==> config.mk <==
export PLATFORM = sky130hd
export DESIGN_NAME = note_voice_allocator_flat
export DESIGN_NICKNAME = d
export VERILOG_FILES = /design/src/rtl/core/nva_pkg.sv /design/src/rtl/core/nva_in_if.sv /design/src/rtl/core/nva_out_if.sv /design/src/rtl/core/nva_unit.sv /design/src/rtl/core/note_voice_allocator.sv /design/src/flat_wrapper.sv
export SDC_FILE = /design/constraint.sdc
export NUM_CORES = 1
export LEC_CHECK = 0
export BUFFER_PORTS_ARGS = -buffer_cell sky130_fd_sc_hd__buf_4
export CAP_MARGIN = 40
export CORE_ASPECT_RATIO = 1.75
export CORE_MARGIN = 3
export CORE_UTILIZATION = 57
export DETAILED_ROUTE_END_ITERATION = 12
export PLACE_DENSITY = 0.77
export SYNTH_ARGS = -nofsm -noshare
export SYNTH_HDL_FRONTEND = slang
export SYNTH_SLANG_ARGS = --single-unit
==> constraint.sdc <==
create_clock -name i_clk -period 4.19 [get_ports i_clk]
set_input_delay 0 -clock i_clk [delete_from_list [all_inputs] [get_ports i_clk]]
set_output_delay 0 -clock i_clk [all_outputs]
set_load 0.05 [all_outputs]
==> src/rtl/core/nva_pkg.sv <==
`default_nettype none

package nva_pkg;

    localparam int NUM_DRIVES = 4;
    localparam int HOLD_DEPTH = 3;

    localparam int NOTE_W  = 7;
    localparam int MASK_W  = 4;
    localparam int IDX_W   = 2;
    localparam int DRV_W   = (NUM_DRIVES > 1) ? $clog2(NUM_DRIVES) : 1;
    localparam int CNT_W   = $clog2(HOLD_DEPTH + 1);
    localparam int HIDX_W  = (HOLD_DEPTH > 1) ? $clog2(HOLD_DEPTH) : 1;

    localparam logic              CMD_PLAY  = 1'b0;
    localparam logic              CMD_STOP  = 1'b1;
    localparam logic [NOTE_W-1:0] KILL_NOTE = '0;

    localparam logic [DRV_W-1:0] LAST_DRV  = DRV_W'(NUM_DRIVES - 1);
    localparam logic [CNT_W-1:0] FULL_CNT  = CNT_W'(HOLD_DEPTH);

    typedef logic [DRV_W-1:0]                  t_drv;
    typedef logic [CNT_W-1:0]                  t_cnt;
    typedef logic [NOTE_W-1:0]                 t_note;
    typedef logic [HOLD_DEPTH-1:0][NOTE_W-1:0] t_row;

    typedef enum logic [2:0] {
        S_IDLE,
        S_SCAN,
        S_PURGE,
        S_APPLY,
        S_DONE
    } t_state;

    typedef enum logic [1:0] {
        OP_PLAY,
        OP_KILL,
        OP_STOP,
        OP_PURGE
    } t_op;

    typedef struct packed {
        t_op   op;
        t_note note;
        logic  sel;
        logic  busy;
        t_note vnote;
        t_cnt  cnt;
        t_row  row;
        t_cnt  best;
        logic  found;
    } t_unit_in;

    typedef struct packed {
        logic take;
        logic stop;
        logic clear;
        t_cnt best;
        logic purge;
        t_row row;
    } t_unit_out;

    typedef struct packed {
        logic              hit;
        logic [IDX_W-1:0]  drive_index;
        t_note             drive_note;
        logic              drive_active;
        logic              restart_now;
        logic [MASK_W-1:0] playing_mask;
    } t_result;

    function automatic logic [IDX_W-1:0] to_idx(input t_drv d);
        logic [DRV_W+IDX_W-1:0] w;
        w = {{IDX_W{1'b0}}, d};
        return w[IDX_W-1:0];
    endfunction

    function automatic logic [NUM_DRIVES-1:0] ext_mask(input logic [MASK_W-1:0] m);
        logic [MASK_W+NUM_DRIVES-1:0] w;
        w = {{NUM_DRIVES{1'b0}}, m};
        return w[NUM_DRIVES-1:0];
    endfunction

    function automatic logic [MASK_W-1:0] to_pmask(input logic [NUM_DRIVES-1:0] b);
        logic [MASK_W+NUM_DRIVES-1:0] w;
        w = {{MASK_W{1'b0}}, b};
        return w[MASK_W-1:0];
    endfunction

endpackage

`default_nettype wire

==> src/rtl/core/nva_in_if.sv <==
`default_nettype none

interface nva_in_if;
    logic                       valid;
    logic                       ready;
    logic                       cmd;
    logic [nva_pkg::NOTE_W-1:0] note;
    logic [nva_pkg::MASK_W-1:0] drive_mask;

    modport source (output valid, output cmd, output note, output drive_mask, input ready);
    modport sink   (input valid, input cmd, input note, input drive_mask, output ready);
endinterface

`default_nettype wire

==> src/rtl/core/nva_out_if.sv <==
`default_nettype none

interface nva_out_if;
    logic                       valid;
    logic                       ready;
    logic                       hit;
    logic [nva_pkg::IDX_W-1:0]  drive_index;
    logic [nva_pkg::NOTE_W-1:0] drive_note;
    logic                       drive_active;
    logic                       restart_now;
    logic [nva_pkg::MASK_W-1:0] playing_mask;

    modport source (
        output valid, output hit, output drive_index, output drive_note,
        output drive_active, output restart_now, output playing_mask, input ready
    );
    modport sink (
        input valid, input hit, input drive_index, input drive_note,
        input drive_active, input restart_now, input playing_mask, output ready
    );
endinterface

`default_nettype wire

==> src/rtl/core/nva_unit.sv <==
`default_nettype none

module nva_unit (
    input  nva_pkg::t_unit_in  i_req,
    output nva_pkg::t_unit_out o_rsp
);

    logic                       rm_hit;
    logic [nva_pkg::HIDX_W-1:0] rm_pos;

    always_comb begin
        rm_hit = 1'b0;
        rm_pos = '0;
        for (int k = 0; k < nva_pkg::HOLD_DEPTH; k++) begin
            if (!rm_hit && (nva_pkg::CNT_W'(k) < i_req.cnt) && (i_req.row[k] == i_req.note)) begin
                rm_hit = 1'b1;
                rm_pos = nva_pkg::HIDX_W'(k);
            end
        end

        o_rsp      = '0;
        o_rsp.best = i_req.best;
        o_rsp.row  = i_req.row;
        for (int k = 0; k < nva_pkg::HOLD_DEPTH - 1; k++) begin
            if (nva_pkg::HIDX_W'(k) >= rm_pos) begin
                o_rsp.row[k] = i_req.row[k+1];
            end
        end

        unique case (i_req.op)
            nva_pkg::OP_PLAY: begin
                if (i_req.sel && !i_req.busy) begin
                    o_rsp.take = 1'b1;
                    o_rsp.stop = 1'b1;
                    o_rsp.best = '0;
                end else if (i_req.sel && (i_req.cnt < i_req.best)) begin
                    o_rsp.take = 1'b1;
                    o_rsp.best = i_req.cnt;
                end
            end
            nva_pkg::OP_KILL: begin
                o_rsp.take  = i_req.sel && i_req.busy && !i_req.found;
                o_rsp.clear = i_req.sel;
            end
            nva_pkg::OP_STOP: begin
                o_rsp.take = i_req.sel && i_req.busy && (i_req.vnote == i_req.note);
                o_rsp.stop = o_rsp.take;
            end
            nva_pkg::OP_PURGE: begin
                o_rsp.purge = i_req.sel && rm_hit;
            end
        endcase
    end

endmodule

`default_nettype wire

==> src/rtl/core/note_voice_allocator.sv <==
// Channel | Dir | Payload                                   | Transfer
// i_in    | in  | cmd, note, drive_mask                     | valid && ready
// o_out   | out | hit, drive_index, drive_note,             | valid && ready
//         |     | drive_active, restart_now, playing_mask   |
// The time from one transfer to the next possible transfer is set by the shared compare
// unit, which looks at one drive per cycle in the scan and purge passes; only an unmatched
// note-off runs the purge pass as well as the scan pass.
// Reset: synchronous, active low; clears all drives to idle with empty stacks.
// A result waiting on a stalled o_out does not block the next i_in transfer; the block
// holds in its last step only when a second result is ready before the first is taken.
`default_nettype none

module note_voice_allocator (
    input  wire logic        i_clk,
    input  wire logic        i_rst_n,
    nva_in_if.sink           i_in,
    nva_out_if.source        o_out
);

    nva_pkg::t_state r_state, n_state;
    nva_pkg::t_op    r_op, n_op;
    nva_pkg::t_note  r_note, n_note;
    logic [nva_pkg::NUM_DRIVES-1:0] r_mask, n_mask;
    nva_pkg::t_drv   r_idx, n_idx;
    nva_pkg::t_drv   r_pick, n_pick;
    logic            r_found, n_found;
    nva_pkg::t_cnt   r_best, n_best;
    nva_pkg::t_result r_res, n_res;
    nva_pkg::t_result r_out, n_out;
    logic            r_ov, n_ov;

    logic [nva_pkg::NUM_DRIVES-1:0] r_busy, n_busy;
    nva_pkg::t_note r_vnote [nva_pkg::NUM_DRIVES];
    nva_pkg::t_note n_vnote [nva_pkg::NUM_DRIVES];
    nva_pkg::t_row  r_held  [nva_pkg::NUM_DRIVES];
    nva_pkg::t_row  n_held  [nva_pkg::NUM_DRIVES];
    nva_pkg::t_cnt  r_cnt   [nva_pkg::NUM_DRIVES];
    nva_pkg::t_cnt  n_cnt   [nva_pkg::NUM_DRIVES];

    nva_pkg::t_unit_in  unit_in;
    nva_pkg::t_unit_out unit_out;

    nva_unit u_unit (
        .i_req (unit_in),
        .o_rsp (unit_out)
    );

    always_comb begin
        unit_in.op    = r_op;
        unit_in.note  = r_note;
        unit_in.sel   = r_mask[r_idx];
        unit_in.busy  = r_busy[r_idx];
        unit_in.vnote = r_vnote[r_idx];
        unit_in.cnt   = r_cnt[r_idx];
        unit_in.row   = r_held[r_idx];
        unit_in.best  = r_best;
        unit_in.found = r_found;
    end

    assign i_in.ready         = (r_state == nva_pkg::S_IDLE);
    assign o_out.valid        = r_ov;
    assign o_out.hit          = r_out.hit;
    assign o_out.drive_index  = r_out.drive_index;
    assign o_out.drive_note   = r_out.drive_note;
    assign o_out.drive_active = r_out.drive_active;
    assign o_out.restart_now  = r_out.restart_now;
    assign o_out.playing_mask = r_out.playing_mask;

    always_ff @(posedge i_clk) begin
        if (!i_rst_n) begin
            r_state <= nva_pkg::S_IDLE;
            r_op    <= nva_pkg::OP_PLAY;
            r_ov    <= 1'b0;
            r_busy  <= '0;
            for (int d = 0; d < nva_pkg::NUM_DRIVES; d++) begin
                r_cnt[d] <= '0;
            end
        end else begin
            r_state <= n_state;
            r_op    <= n_op;
            r_ov    <= n_ov;
            r_busy  <= n_busy;
            r_cnt   <= n_cnt;
        end
    end

    always_ff @(posedge i_clk) begin
        r_note  <= n_note;
        r_mask  <= n_mask;
        r_idx   <= n_idx;
        r_pick  <= n_pick;
        r_found <= n_found;
        r_best  <= n_best;
        r_res   <= n_res;
        r_out   <= n_out;
        r_vnote <= n_vnote;
        r_held  <= n_held;
    end

    always_comb begin
        n_state = r_state;
        n_op    = r_op;
        n_note  = r_note;
        n_mask  = r_mask;
        n_idx   = r_idx;
        n_pick  = r_pick;
        n_found = r_found;
        n_best  = r_best;
        n_res   = r_res;
        n_out   = r_out;
        n_busy  = r_busy;
        n_vnote = r_vnote;
        n_held  = r_held;
        n_cnt   = r_cnt;
        n_ov    = r_ov && !o_out.ready;

        unique case (r_state)
            nva_pkg::S_IDLE: begin
                if (i_in.valid) begin
                    n_note  = i_in.note;
                    n_mask  = nva_pkg::ext_mask(i_in.drive_mask);
                    n_idx   = '0;
                    n_pick  = '0;
                    n_found = 1'b0;
                    n_best  = nva_pkg::FULL_CNT;
                    n_res   = '0;
                    n_state = nva_pkg::S_SCAN;
                    priority if (i_in.cmd == nva_pkg::CMD_PLAY) begin
                        n_op = nva_pkg::OP_PLAY;
                    end else if (i_in.note == nva_pkg::KILL_NOTE) begin
                        n_op = nva_pkg::OP_KILL;
                    end else begin
                        n_op = nva_pkg::OP_STOP;
                    end
                end
            end

            nva_pkg::S_SCAN: begin
                n_best = unit_out.best;
                if (unit_out.take) begin
                    n_found = 1'b1;
                    n_pick  = r_idx;
                    if (r_op == nva_pkg::OP_KILL) begin
                        n_res.hit         = 1'b1;
                        n_res.drive_index = nva_pkg::to_idx(r_idx);
                    end
                end
                if (unit_out.clear) begin
                    n_busy[r_idx] = 1'b0;
                    n_cnt[r_idx]  = '0;
                end
                priority if (unit_out.stop) begin
                    n_state = nva_pkg::S_APPLY;
                end else if (r_idx == nva_pkg::LAST_DRV) begin
                    priority if (r_op == nva_pkg::OP_PLAY) begin
                        n_state = nva_pkg::S_APPLY;
                    end else if (r_op == nva_pkg::OP_STOP) begin
                        n_op    = nva_pkg::OP_PURGE;
                        n_idx   = '0;
                        n_state = nva_pkg::S_PURGE;
                    end else begin
                        n_state = nva_pkg::S_DONE;
                    end
                end else begin
                    n_idx = r_idx + nva_pkg::DRV_W'(1);
                end
            end

            nva_pkg::S_PURGE: begin
                if (unit_out.purge) begin
                    n_held[r_idx] = unit_out.row;
                    n_cnt[r_idx]  = r_cnt[r_idx] - nva_pkg::CNT_W'(1);
                end
                if (r_idx == nva_pkg::LAST_DRV) begin
                    n_state = nva_pkg::S_DONE;
                end else begin
                    n_idx = r_idx + nva_pkg::DRV_W'(1);
                end
            end

            nva_pkg::S_APPLY: begin
                n_state = nva_pkg::S_DONE;
                if (r_op == nva_pkg::OP_PLAY) begin
                    if (r_found && (r_best < nva_pkg::FULL_CNT)) begin
                        if (r_busy[r_pick]) begin
                            n_held[r_pick][0] = r_vnote[r_pick];
                            for (int k = 1; k < nva_pkg::HOLD_DEPTH; k++) begin
                                n_held[r_pick][k] = r_held[r_pick][k-1];
                            end
                            n_cnt[r_pick] = r_cnt[r_pick] + nva_pkg::CNT_W'(1);
                        end else begin
                            n_res.restart_now = 1'b1;
                        end
                        n_busy[r_pick]     = 1'b1;
                        n_vnote[r_pick]    = r_note;
                        n_res.hit          = 1'b1;
                        n_res.drive_index  = nva_pkg::to_idx(r_pick);
                        n_res.drive_note   = r_note;
                        n_res.drive_active = 1'b1;
                    end
                end else begin
                    n_res.hit         = 1'b1;
                    n_res.drive_index = nva_pkg::to_idx(r_pick);
                    if (r_cnt[r_pick] != '0) begin
                        n_vnote[r_pick] = r_held[r_pick][0];
                        for (int k = 0; k < nva_pkg::HOLD_DEPTH - 1; k++) begin
                            n_held[r_pick][k] = r_held[r_pick][k+1];
                        end
                        n_cnt[r_pick]      = r_cnt[r_pick] - nva_pkg::CNT_W'(1);
                        n_res.drive_note   = r_held[r_pick][0];
                        n_res.drive_active = 1'b1;
                    end else begin
                        n_busy[r_pick] = 1'b0;
                    end
                end
            end

            nva_pkg::S_DONE: begin
                if (!r_ov || o_out.ready) begin
                    n_out              = r_res;
                    n_out.playing_mask = nva_pkg::to_pmask(r_busy);
                    n_ov               = 1'b1;
                    n_state            = nva_pkg::S_IDLE;
                end
            end

            default: begin
                n_state = nva_pkg::S_IDLE;
            end
        endcase
    end

endmodule

`default_nettype wire

==> src/flat_wrapper.sv <==
// flat-port wrapper written by rule: the top's interface ports become plain ports
module note_voice_allocator_flat 
  (i_clk, i_rst_n, i_in_valid, i_in_cmd, i_in_note, i_in_drive_mask, i_in_ready, o_out_valid, o_out_hit, o_out_drive_index, o_out_drive_note, o_out_drive_active, o_out_restart_now, o_out_playing_mask, o_out_ready);
  nva_in_if i_in_i ();
  nva_out_if o_out_i ();
  input  wire logic i_clk;
  input  wire logic i_rst_n;
  input wire logic [$bits(i_in_i.valid)-1:0] i_in_valid;
  input wire logic [$bits(i_in_i.cmd)-1:0] i_in_cmd;
  input wire logic [$bits(i_in_i.note)-1:0] i_in_note;
  input wire logic [$bits(i_in_i.drive_mask)-1:0] i_in_drive_mask;
  output wire logic [$bits(i_in_i.ready)-1:0] i_in_ready;
  output wire logic [$bits(o_out_i.valid)-1:0] o_out_valid;
  output wire logic [$bits(o_out_i.hit)-1:0] o_out_hit;
  output wire logic [$bits(o_out_i.drive_index)-1:0] o_out_drive_index;
  output wire logic [$bits(o_out_i.drive_note)-1:0] o_out_drive_note;
  output wire logic [$bits(o_out_i.drive_active)-1:0] o_out_drive_active;
  output wire logic [$bits(o_out_i.restart_now)-1:0] o_out_restart_now;
  output wire logic [$bits(o_out_i.playing_mask)-1:0] o_out_playing_mask;
  input wire logic [$bits(o_out_i.ready)-1:0] o_out_ready;
  assign i_in_i.valid = i_in_valid;
  assign i_in_i.cmd = i_in_cmd;
  assign i_in_i.note = i_in_note;
  assign i_in_i.drive_mask = i_in_drive_mask;
  assign i_in_ready = i_in_i.ready;
  assign o_out_valid = o_out_i.valid;
  assign o_out_hit = o_out_i.hit;
  assign o_out_drive_index = o_out_i.drive_index;
  assign o_out_drive_note = o_out_i.drive_note;
  assign o_out_drive_active = o_out_i.drive_active;
  assign o_out_restart_now = o_out_i.restart_now;
  assign o_out_playing_mask = o_out_i.playing_mask;
  assign o_out_i.ready = o_out_ready;
  note_voice_allocator u_core (.i_clk(i_clk), .i_rst_n(i_rst_n), .i_in(i_in_i), .o_out(o_out_i));
endmodule
==> results.md, run 1 <==
* Final period util at 82.9%
* Critical Path Fanout Max at 9
* Async S/R FF share, synth at 0%
* Wire length of the first global-routing pass at 51.8 mm
* R2r endpoint: u_core.r_held[10]$_DFFE_PP_
* Critical path launch point: u_core.r_idx[0]$_SDFFCE_PN0P_
* Startpoint of the worst-slack reg-to-reg timing path: u_core.r_idx[0]$_SDFFCE_PN0P_
* Share of the core filled with cells in the final layout at 65.7%
* Buffers inserted by post-CTS timing repair at 0
* Remaining antenna violation count at 0
* Global-route track usage on met3 at approximately 8%
* Mean Syn Cell Area at ~12 um^2
* Synthesis-stage register bit count at 176
* Vias per cell at 7.27
* Clk slew on worst S/H paths at 0.07 ns
* Remaining max-slew budget at the tightest pin at 41.9%
* Routed WL at 34.6 mm
* Total number of H-tree levels at 4
* Number of flops mapped to enable cells by yosys at 158
* PD cells at 704 mW/mm^2
* Outcome: complete, no violations
* Y dimension of the die at between 150 and 200 um
* Static Leakage at 4.11 nW
* DRC at 0
* Detail Placement HPWL at 23.8 mm
* Chain of cells forming the critical path: buf_4 -> mux4_2 -> xnor2_1 -> nand4_1 -> and4b_1 -> o311ai_4 -> mux2i_1 -> o22ai_1
* Core area at around 0.018 mm^2
* Top area cells in the synthesized netlist: sky130_fd_sc_hd__edfxtp_1, sky130_fd_sc_hd__mux4_2, sky130_fd_sc_hd__mux2i_1
* Kind of start point of the critical path: flip-flop
* Final hold vios at 0
* TritonCTS clock tree: done
* GRT Util Overall at 34.5%
* Filler cell count at ~1,300
* Met1 track demand over resource at a little under two fifths
* Unrepaired setup endpoints after global routing: false
* Critical path depth at 8
* Main flop type after synthesis: sky130_fd_sc_hd__edfxtp_1
* Hold buffer count at CTS at 14
* Yosys top cell by area: sky130_fd_sc_hd__edfxtp_1
* Setup crit end kind: flip-flop
* Commonest cells post-synth: sky130_fd_sc_hd__edfxtp_1, sky130_fd_sc_hd__nor2_1, sky130_fd_sc_hd__nand2_1
* DR iter-0 viols at 1,205
* Area used by sequential logic in the layout at 0.00510 mm^2
* Arrival time of the worst setup path at 3.64 ns
* Buffer cell driving the clock tree root: sky130_fd_sc_hd__clkbuf_16
* Share of final-layout standard cells stronger than drive strength 1 at 21.0%
* Post-synthesis cell area at 0.0107 mm^2
* Area fraction of the dominant cell type after synthesis at 44.5%
* Port-buffer cells at 33
* Max_cap viols at 0
* Clock Latency Late Sink at 0.44 ns
* Via count at 8,817
* Top Ports at 34
* Antenna fix cells at 0
* Maximum number of pins on one net before global-route repair at 29
* Count of TritonRoute iterations in the first routing pass at 6
* Number of slew-limit violations in the final report at 0
* Peak clock frequency supported by timing at 0.288 GHz
* Reg-to-reg slack, setup at 0.72 ns
* Area grow syn2layout at 12.4%
* Effective utilization at floorplan at a little under 60%
* Number of buffers between clock root and the deepest sink at 2
* Routing layer with the top usage in global route: met2
* R2R cell count at 8
* Final weighted congestion in routability-driven placement at 1.04
* Floorplan die area at 0.0204 mm^2
* Syn. warnings at 0
* Worst setup path endpoint: u_core.r_held[10]$_DFFE_PP_
* Worst path bufs/invs at 1
* Area occupied by multi-input gates at 0.00519 mm^2
* Number of global-route vias before repair at 8,823
* Most frequent cell after synthesis: sky130_fd_sc_hd__edfxtp_1
* Fraction of the yosys area taken by sequential cells at 47.9%
* GRT overflow at 0
* CTS resizes at 0
* Number of library cell types mapped by synthesis at 71
* Wire per inst at between 20 and 30 um
* Count of mapped cells out of synthesis at about 900
* Met2 demand-to-capacity share in global routing at between 50% and 60%
* Number of clock sinks at between 150 and 200
* Slowest stage delay, CP at 0.66 ns
* Final-stage net count at approximately 990
* Horizontal extent of the die at around 110 um
* Post-synthesis net count at 943
* Data required time of the worst path at 4.36 ns
* Worst setup path class: reg -> reg
* Initial antenna violation count at 0
* Min Tclk post-route at 3.47 ns
* Setup Total Neg Slack at 0 ns
* Cell at the slowest stage of the critical path: sky130_fd_sc_hd__mux4_2
* Min-delay worst type: in -> reg
* Final setup violation count at 0
* Num CTS Buffers at 17
* Slew @ Worst Pin at 0.847 ns
* Post-route clock skew at approximately 0.011 ns
* Std-Cell Rows at 65
* Maximum resistive drop on vdd at 0.421 mV
* Delay-heaviest family, CP: multiplexers
-- worst min path at each step --
stage          slack, ns                           to                from  cells past startpoint
3_5_place_dp        0.18   u_core.r_mask[0]$_DFFE_PP_  i_in_drive_mask[0]                      1
2_1_floorplan        0.1   u_core.r_mask[0]$_DFFE_PP_  i_in_drive_mask[0]                      0
5_1_grt             0.03  u_core.r_op[0]$_SDFFE_PN0P_            i_in_cmd                      4
3_3_place_gp        0.18   u_core.r_mask[1]$_DFFE_PP_  i_in_drive_mask[1]                      1
4_1_cts            0.009  u_core.r_op[0]$_SDFFE_PN0P_            i_in_cmd                      4
6_report            0.01  u_core.r_op[0]$_SDFFE_PN0P_            i_in_cmd                      4
-- worst reg2reg max path, stage by stage, from the launching register on --
cell and delay (ns):
sky130_fd_sc_hd__edfxtp_1 0.45, sky130_fd_sc_hd__buf_4 0.28, sky130_fd_sc_hd__mux4_2 0.67, sky130_fd_sc_hd__xnor2_1 0.30
sky130_fd_sc_hd__nand4_1 0.13, sky130_fd_sc_hd__and4b_1 0.51, sky130_fd_sc_hd__o311ai_4 0.31, sky130_fd_sc_hd__mux2i_1 0.43
sky130_fd_sc_hd__o22ai_1 0.14
-- flip-flops by register name, indices dropped and copies added (netlist names), 2 cells and up, named ones only --
register / count
u_core.r_state: 3
u_core.r_res: 12
u_core.o_out.drive_note: 7
u_core.r_idx: 2
u_core.r_note: 7
u_core.r_cnt: 8
u_core.r_vnote: 28
u_core.r_mask: 4
u_core.o_out.drive_index: 2
u_core.r_held: 84
u_core.r_pick: 2
u_core.o_out.playing_mask: 4
u_core.r_op: 2
u_core.r_best: 2
-- power by group --
part           leakage, nW  switching, mW  internal (mW)  total, mW
registers             1.62          0.170           2.31       2.48
clock network        0.291          0.742          0.898       1.64
logic                 2.21           2.77           1.53       4.31
-- through the flow --
| step | total power [mW] | hold WS, ns | area, um^2 | setup slack, ns | instances |
|---|---|---|---|---|---|
| global route | 8.72 | 0.0253 | 12000 | 0.561 | 1213 |
| finish | 8.43 | 0.0148 | 12000 | 0.715 | 1213 |
| global placement | 6.55 | 0.179 | 11200 | 0.898 | 1165 |
| CTS | 8.27 | 0.00875 | 12000 | 0.771 | 1213 |
| floorplan | 5.38 | 0.0989 | 10700 | 0.107 | 918 |
| detailed placement | 6.62 | 0.179 | 11200 | 0.806 | 1167 |
-- metal layers --
| layer | vias up | share of wire [%] |
|---|---|---|
| li1 | 3682 | - |
| met1 | 4228 | 32 |
| met2 | 715 | 50 |
| met3 | 192 | 11 |
| met4 | 0 | 7.7 |
| met5 | - | 0 |
-- cell type report --
cell class              instances  area share, %
multi-input cells             662           43.4
flip-flops and latches        176           42.6
clock inverters                15           1.43
clock buffers                  17           3.55
inverters                      18          0.564
well taps                     234           2.45
repair buffers                 91           6.00
-- cells in the final DEF (no fill, tap or decap), types with 5 or more instances in the layout --
cell,instances
sky130_fd_sc_hd__a21oi_1,19
sky130_fd_sc_hd__a22o_1,17
sky130_fd_sc_hd__a22oi_1,28
sky130_fd_sc_hd__buf_4,77
sky130_fd_sc_hd__clkbuf_16,17
sky130_fd_sc_hd__dfxtp_1,18
sky130_fd_sc_hd__dlygate4sd3_1,14
sky130_fd_sc_hd__edfxtp_1,158
sky130_fd_sc_hd__ha_1,9
sky130_fd_sc_hd__inv_1,16
sky130_fd_sc_hd__inv_6,5
sky130_fd_sc_hd__mux2_2,19
sky130_fd_sc_hd__mux2i_1,49
sky130_fd_sc_hd__mux4_1,5
sky130_fd_sc_hd__mux4_2,50
sky130_fd_sc_hd__nand2_1,76
sky130_fd_sc_hd__nand2b_1,7
sky130_fd_sc_hd__nand3_1,40
sky130_fd_sc_hd__nand4_1,11
sky130_fd_sc_hd__nor2_1,100
sky130_fd_sc_hd__nor2_2,5
sky130_fd_sc_hd__nor2b_1,13
sky130_fd_sc_hd__nor3_1,8
sky130_fd_sc_hd__o211ai_1,30
sky130_fd_sc_hd__o21ai_0,36
sky130_fd_sc_hd__o22ai_1,36
sky130_fd_sc_hd__or2_2,6
sky130_fd_sc_hd__xnor2_1,20
-- kinds of logic (layout without fill, tap and decap cells) --
| group | Yosys count | in the layout | synth area share (%) |
|---|---|---|---|
| xor+xnor | 24 | 24 | 2.04 |
| compound gates | 212 | 212 | 14.1 |
| simple gates | 292 | 292 | 12.8 |
| mux | 125 | 125 | 18.7 |
| fa+ha+maj | 9 | 9 | 1.06 |
| flops | 176 | 176 | 47.9 |
| buf+inv | 80 | 141 | 3.42 |
Note: power is estimated with default switching activity, not from simulation.
==> inputs of run 2 (changes only) <==
--- a/config.mk
+++ b/config.mk
@@ -5,6 +5,7 @@
 export SDC_FILE = /design/constraint.sdc
 export NUM_CORES = 1
 export LEC_CHECK = 0
+export ABC_AREA = 1
 export BUFFER_PORTS_ARGS = -buffer_cell sky130_fd_sc_hd__buf_4
 export CAP_MARGIN = 40
 export CORE_ASPECT_RATIO = 1.75
==> constraint.sdc (replaced) <==
create_clock -name i_clk -period 3.1 [get_ports i_clk]
set_input_delay 0 -clock i_clk [delete_from_list [all_inputs] [get_ports i_clk]]
set_output_delay 0 -clock i_clk [all_outputs]
set_load 0.05 [all_outputs]
==> results.md, run 2 <==
* Min-Delay Endpoint: u_core.r_state[0]$_SDFFE_PN0P_
* Wire per inst at ~26 um
* GRT overflow at 0
* R2r endpoint: u_core.r_held[40]$_DFFE_PP_
* PD cells at 1140 mW/mm^2
* Clock Latency Late Sink at 0.45 ns
* Y dimension of the die at ~190 um
* Min-delay worst type: in -> reg
* Most frequent cell after synthesis: sky130_fd_sc_hd__nand2_1
* Yosys top cell by area: sky130_fd_sc_hd__edfxtp_1
* Number of buffers between clock root and the deepest sink at 2
* Critical path launch point: u_core.r_idx[0]$_SDFFCE_PN0P_
* Final setup violation count at 0
* Core area at 0.0181 mm^2
* Final-stage net count at about 1,400
* Arrival time of the worst setup path at 3.19 ns
* Post-synthesis net count at approximately 1,300
* Setup crit end kind: flip-flop
* Std-Cell Rows at 65
* Max_cap viols at 0
* Hold path startpoint: i_in_valid
* Post-synthesis cell area at 0.0105 mm^2
* Share of the core filled with cells in the final layout at 68.1%
* Static Leakage at 5.05 nW
* R2R cell count at 14
* Register with the highest flop count: u_core.r_held
* GRT Util Overall at 43.5%
* Port-buffer cells at 33
* Commonest cells post-synth: sky130_fd_sc_hd__nand2_1, sky130_fd_sc_hd__nand3_1, sky130_fd_sc_hd__edfxtp_1
* Vias per cell at 6.63
* Most common library cell in the layout ignoring fill and taps: sky130_fd_sc_hd__nand2_1
* Clk slew on worst S/H paths at 0.08 ns
* Max FFs per register at 84
* Area grow syn2layout at 17.0%
* Initial antenna violation count at 0
* Worst setup path class: reg -> reg
* Via count at approximately 11,000
* Number of global-route vias before repair at 10,700
* Remaining antenna violation count at 0
* WHS Path Cells at 5
* Remaining max-slew budget at the tightest pin at slightly above 40%
* Count of TritonRoute iterations in the first routing pass at 7
* Total number of H-tree levels at 4
* Number of library cell types mapped by synthesis at 46
* Syn. warnings at 0
* Wire length of the first global-routing pass at 63.3 mm
* Synthesis-stage register bit count at roughly 180
* DRC at 0
* Count of mapped cells out of synthesis at 1,321
* Effective utilization at floorplan at 58.2%
* Kind of start point of the critical path: flip-flop
* Post-route clock skew at 0.0141 ns
* Most frequent cells in the layout: sky130_fd_sc_hd__nand2_1, sky130_fd_sc_hd__nand3_1, sky130_fd_sc_hd__edfxtp_1
* Biggest registers after layout: u_core.r_held (84), u_core.r_vnote (28), u_core.r_res (12)
* Number of slew-limit violations in the final report at 0
* Antenna fix cells at 0
* Number of clock sinks at 176
* Detail Placement HPWL at 30.7 mm
* Final weighted congestion in routability-driven placement at between 1 and 1.5
* Setup Total Neg Slack at 0 ns
* Reg-to-reg slack, setup at 0.07 ns
* Buffer cell driving the clock tree root: sky130_fd_sc_hd__clkbuf_16
* Num CTS Buffers at 17
* Top Ports at 34
* Unrepaired setup endpoints after global routing: false
* Top area cells in the synthesized netlist: sky130_fd_sc_hd__edfxtp_1, sky130_fd_sc_hd__nand2_1, sky130_fd_sc_hd__nand3_1
* Horizontal extent of the die at 109 um
* Floorplan die area at between 0.02 and 0.025 mm^2
* Main flop type after synthesis: sky130_fd_sc_hd__edfxtp_1
* Async S/R FF share, synth at 0%
* Peak clock frequency supported by timing at 0.330 GHz
* Number of flops mapped to enable cells by yosys at 158
* Min Tclk post-route at roughly 3.0 ns
* Fraction of the yosys area taken by sequential cells at between 40% and 50%
* Routed WL at ~43 mm
* Final worst hold slack at between 0.08 and 0.09 ns
* DR iter-0 viols at 1,322
* Outcome: complete, no violations
* Maximum resistive drop on vdd at 0.888 mV
* Slew @ Worst Pin at around 0.9 ns
* Mean Syn Cell Area at roughly 8.0 um^2
* Share of final-layout standard cells stronger than drive strength 1 at roughly an eighth
* Final hold vios at 0
* Data required time of the worst path at between 3 and 4 ns
* Maximum number of pins on one net before global-route repair at a little under 60
* Final period util at 97.7%
* Critical Path Fanout Max at 58
* TritonCTS clock tree: done
* Startpoint of the worst-slack reg-to-reg timing path: u_core.r_idx[0]$_SDFFCE_PN0P_
* Area fraction of the dominant cell type after synthesis at between 40% and 50%
## run 2: routing by layer
| layer | track usage [%] | up-vias | share of wire (%) |
|---|---|---|---|
| met5 | 0 | - | 0 |
| met4 | 39.9 | 0 | 11 |
| met3 | 11.5 | 308 | 11 |
| met2 | 69.9 | 819 | 48 |
| met1 | 45.8 | 5101 | 31 |
| li1 | - | 4759 | - |
## run 2: cells by family (layout without fill, tap and decap cells)
logic type / count (synthesis) / count (layout) / share of synthesized area, %
compound gates: 196 / 196 / 11.7
buf+inv: 145 / 248 / 6.26
flops: 176 / 176 / 48.6
xor+xnor: 7 / 7 / 0.584
simple gates: 788 / 788 / 31.8
fa+ha+maj: 9 / 9 / 1.07
## run 2: worst max-delay path by stage
stage | cells past startpoint | slack [ns] | to
4_1_cts | 16 | 0.14 | u_core.r_held[57]$_DFFE_PP_
5_1_grt | 17 | 0.002 | u_core.r_held[41]$_DFFE_PP_
2_1_floorplan | 19 | 0.04 | u_core.r_held[0]$_DFFE_PP_
3_3_place_gp | 16 | 0.20 | u_core.r_held[62]$_DFFE_PP_
3_5_place_dp | 16 | 0.16 | u_core.r_held[62]$_DFFE_PP_
6_report | 14 | 0.07 | u_core.r_held[40]$_DFFE_PP_
## run 2: timing repair
item / 4_1_cts / 5_1_grt
setup buffers: 0 / 3
endpoints found under the hold margin: 25 / 0
hold buffers: 14 / 0
gates resized for setup: 0 / 3
endpoints found under the setup margin: 0 / 38
## run 2: through the flow
step | cell area (um^2) | setup slack, ns | std cells | power, mW
floorplan | 10600 | 0.0354 | 1321 | 8.38
global placement | 11500 | 0.197 | 1607 | 11.3
detailed placement | 11500 | 0.162 | 1609 | 11.4
CTS | 12200 | 0.137 | 1655 | 13.5
global route | 12300 | 0.00231 | 1658 | 14.6
finish | 12300 | 0.0711 | 1658 | 14.0
## run 2: cell type report
| type | count | area, um^2 |
|---|---|---|
| fill | 1502 | 5760 |
| timing repair buffer | 129 | 1140 |
| clock buffer | 17 | 425 |
| inverter | 87 | 327 |
| tap | 234 | 293 |
| multi-input combinational | 1000 | 4850 |
| sequential | 176 | 5100 |
| clock inverter | 15 | 148 |
## run 2: critical path, cell delays in order, from the launching register on
cell and delay, ns:
sky130_fd_sc_hd__edfxtp_1 0.46, sky130_fd_sc_hd__buf_12 0.32, sky130_fd_sc_hd__nand2_1 0.11, sky130_fd_sc_hd__nand3_1 0.12, sky130_fd_sc_hd__nand3_1 0.08, sky130_fd_sc_hd__nand2_1 0.33
sky130_fd_sc_hd__nand2_1 0.09, sky130_fd_sc_hd__nor2_1 0.21, sky130_fd_sc_hd__nand2_1 0.14, sky130_fd_sc_hd__nand3_1 0.14, sky130_fd_sc_hd__nand2_1 0.10, sky130_fd_sc_hd__nand2_4 0.10
sky130_fd_sc_hd__nand2_8 0.11, sky130_fd_sc_hd__nor3_4 0.24, sky130_fd_sc_hd__buf_12 0.15
## run 2: power breakdown
| group | total, mW | internal, mW | switching, mW |
|---|---|---|---|
| clock | 2.14 | 1.07 | 1.07 |
| sequential | 3.67 | 3.33 | 0.338 |
| combinational | 8.16 | 2.36 | 5.80 |
==> inputs of run 3 (changes only) <==
--- a/config.mk
+++ b/config.mk
@@ -10,9 +10,10 @@
 export CAP_MARGIN = 40
 export CORE_ASPECT_RATIO = 1.75
 export CORE_MARGIN = 3
-export CORE_UTILIZATION = 57
+export CORE_UTILIZATION = 40
 export DETAILED_ROUTE_END_ITERATION = 12
-export PLACE_DENSITY = 0.77
+export MAX_ROUTING_LAYER = met4
+export PLACE_DENSITY = 0.63
 export SYNTH_ARGS = -nofsm -noshare
 export SYNTH_HDL_FRONTEND = slang
 export SYNTH_SLANG_ARGS = --single-unit
==> results.md, run 3 (synthesis gave the netlist of run 2 again) <==
* Outcome: complete, no violations
* Filler cell count at 2,452
* Final-stage net count at 1,440
* Buffer cell driving the clock tree root: sky130_fd_sc_hd__clkbuf_16
* Number of buffers between clock root and the deepest sink at 2
* Worst setup path endpoint: u_core.r_op[0]$_SDFFE_PN0P_
* Number of slew-limit violations in the final report at 0
* Maximum number of pins on one net before global-route repair at 57
* Number of global-route vias before repair at 10,300
* Num CTS Buffers at 17
* GRT Util Overall at 32.0%
* Min Tclk post-route at 2.98 ns
* Data required time of the worst path at about 3.5 ns
* Initial antenna violation count at 0
* Slew @ Worst Pin at 0.922 ns
* Std-Cell Rows at 77
* Critical Path Fanout Max at 56
* Arrival time of the worst setup path at 3.32 ns
* Startpoint of the worst-slack reg-to-reg timing path: u_core.r_idx[0]$_SDFFCE_PN0P_
* Most frequent cells in the layout: sky130_fd_sc_hd__nand2_1, sky130_fd_sc_hd__nand3_1, sky130_fd_sc_hd__edfxtp_1
* Horizontal extent of the die at around 130 um
* Max_cap viols at 0
* Remaining max-slew budget at the tightest pin at 38.3%
* Y dimension of the die at 220 um
* Antenna fix cells at 0
* Final weighted congestion in routability-driven placement at 1.07
* Peak clock frequency supported by timing at 0.336 GHz
* Final hold vios at 0
* Kind of start point of the critical path: flip-flop
* Area grow syn2layout at 18.6%
* GRT overflow at 0
* Max FFs per register at between 80 and 90
* Most common library cell in the layout ignoring fill and taps: sky130_fd_sc_hd__nand2_1
* Routed WL at around 43 mm
* Vias per cell at 6.02
* Worst setup path class: reg -> reg
* Share of the core filled with cells in the final layout at 48.8%
* Critical path launch point: u_core.r_idx[0]$_SDFFCE_PN0P_
* Clock Latency Late Sink at 0.46 ns
* Floorplan die area at approximately 0.028 mm^2
* Register with the highest flop count: u_core.r_held
* Static Leakage at 5.09 nW
* Number of clock sinks at 176
* Final setup violation count at 0
* TritonCTS clock tree: done
* Wire length of the first global-routing pass at 64.2 mm
* Top Ports at 34
* PD cells at ~1100 mW/mm^2
* Unrepaired setup endpoints after global routing: true
* Final period util at between 90% and 100%
* Via count at around 11,000
* Min-delay worst type: in -> reg
* R2r endpoint: u_core.r_op[0]$_SDFFE_PN0P_
* Port-buffer cells at 33
* Maximum resistive drop on vdd at around 0.76 mV
* Count of TritonRoute iterations in the first routing pass at 6
* Post-route clock skew at 0.0174 ns
* Share of final-layout standard cells stronger than drive strength 1 at 13.3%
* WHS Path Cells at 5
* Remaining antenna violation count at 0
* Clk slew on worst S/H paths at approximately 0.07 ns
* Reg-to-reg slack, setup at between 0.1 and 0.15 ns
* Effective utilization at floorplan at slightly above 40%
* Setup crit end kind: flip-flop
* DRC at 0
* Setup Total Neg Slack at 0 ns
* Biggest registers after layout: u_core.r_held (84), u_core.r_vnote (28), u_core.r_res (12)
* Detail Placement HPWL at 31.1 mm
* DR iter-0 viols at 1,148
* Total number of H-tree levels at 4
* R2R cell count at 16
* Core area at between 0.02 and 0.03 mm^2
* Wire per inst at 24.7 um
==> run 3: cell count changes in the layout (fill, tap and decap cells not counted), sizes merged <==
cell,before,now
buf,115,118
bufinv,0,2
clkbuf,17,18
clkinv,8,7
dlygate4sd3,14,15
inv,93,91
==> run 3: metal layers <==
layer | part of all wire, % | track usage (%) | vias up | wire length [um]
li1 | - | - | 4763 | -
met1 | 32 | 33.9 | 4855 | 13900
met2 | 50 | 53.0 | 675 | 21400
met3 | 8.7 | 5.43 | 214 | 3740
met4 | 9.5 | 23.7 | 0 | 4110
met5 | 0 | - | - | 0
==> run 3: per-stage QoR <==
step / instance area (um^2) / hold WS (ns) / power, mW / setup slack (ns) / instances
final: 12500 / 0.0870 / 14.0 / 0.122 / 1744
after global routing: 12500 / 0.125 / 14.7 / -0.00756 / 1744
after CTS: 12400 / 0.0816 / 13.7 / 0.0416 / 1737
after detailed placement: 11600 / 0.180 / 11.4 / 0.235 / 1690
after global placement: 11600 / 0.179 / 11.4 / 0.255 / 1688
after floorplan: 10600 / 0.0989 / 8.38 / 0.0354 / 1321
==> run 3: power by group <==
group / switching (mW) / internal [mW] / total [mW]
logic: 5.76 / 2.39 / 8.15
clock network: 1.01 / 1.22 / 2.23
registers: 0.302 / 3.33 / 3.63
total: 7.07 / 6.94 / 14.0
==> run 3: how the worst min path moves through the flow <==
stage	end	start
3_3_place_gp	u_core.r_mask[2]$_DFFE_PP_	i_in_drive_mask[2]
2_1_floorplan	u_core.r_mask[0]$_DFFE_PP_	i_in_drive_mask[0]
5_1_grt	u_core.r_pick[0]$_SDFFCE_PN0P_	i_in_valid
6_report	u_core.r_state[2]$_SDFFE_PN0P_	i_in_valid
3_5_place_dp	u_core.r_mask[0]$_DFFE_PP_	i_in_drive_mask[0]
4_1_cts	u_core.r_state[0]$_SDFFE_PN0P_	i_in_valid
==> run 3: area by class of cell <==
| class | instances | area [um^2] | share of cell area (%) |
|---|---|---|---|
| clock buffer | 18 | 429 | 3.45 |
| clock inverter | 14 | 171 | 1.38 |
| inverter | 87 | 327 | 2.62 |
| multi-input combinational | 1000 | 4850 | 39.0 |
| sequential | 176 | 5100 | 41.0 |
| tap | 316 | 395 | 3.17 |
| timing repair buffer | 133 | 1180 | 9.44 |
==> run 3: worst max-delay path, stage by stage (launching register included) <==
cell and delay (ns):
sky130_fd_sc_hd__edfxtp_1 0.47, sky130_fd_sc_hd__buf_4 0.18, sky130_fd_sc_hd__buf_12 0.17, sky130_fd_sc_hd__nand2_1 0.11, sky130_fd_sc_hd__nand3_1 0.08, sky130_fd_sc_hd__nand2_1 0.08, sky130_fd_sc_hd__xor2_1 0.27, sky130_fd_sc_hd__nand2_1 0.09
sky130_fd_sc_hd__nor2_1 0.11, sky130_fd_sc_hd__nand2_1 0.16, sky130_fd_sc_hd__nand2_1 0.10, sky130_fd_sc_hd__nand2_1 0.09, sky130_fd_sc_hd__nand3b_1 0.18, sky130_fd_sc_hd__nand2_1 0.07, sky130_fd_sc_hd__nand2_1 0.06, sky130_fd_sc_hd__nor2_1 0.03
sky130_fd_sc_hd__dlygate4sd3_1 0.54
==> run 3: repair_timing <==
| item | CTS | global route |
|---|---|---|
| resized for setup | 0 | 3 |
| setup buffers | 0 | 7 |
| hold endpoints to repair | 25 | 0 |
| endpoints found under the setup margin | 0 | 26 |
| hold buffers | 15 | 0 |
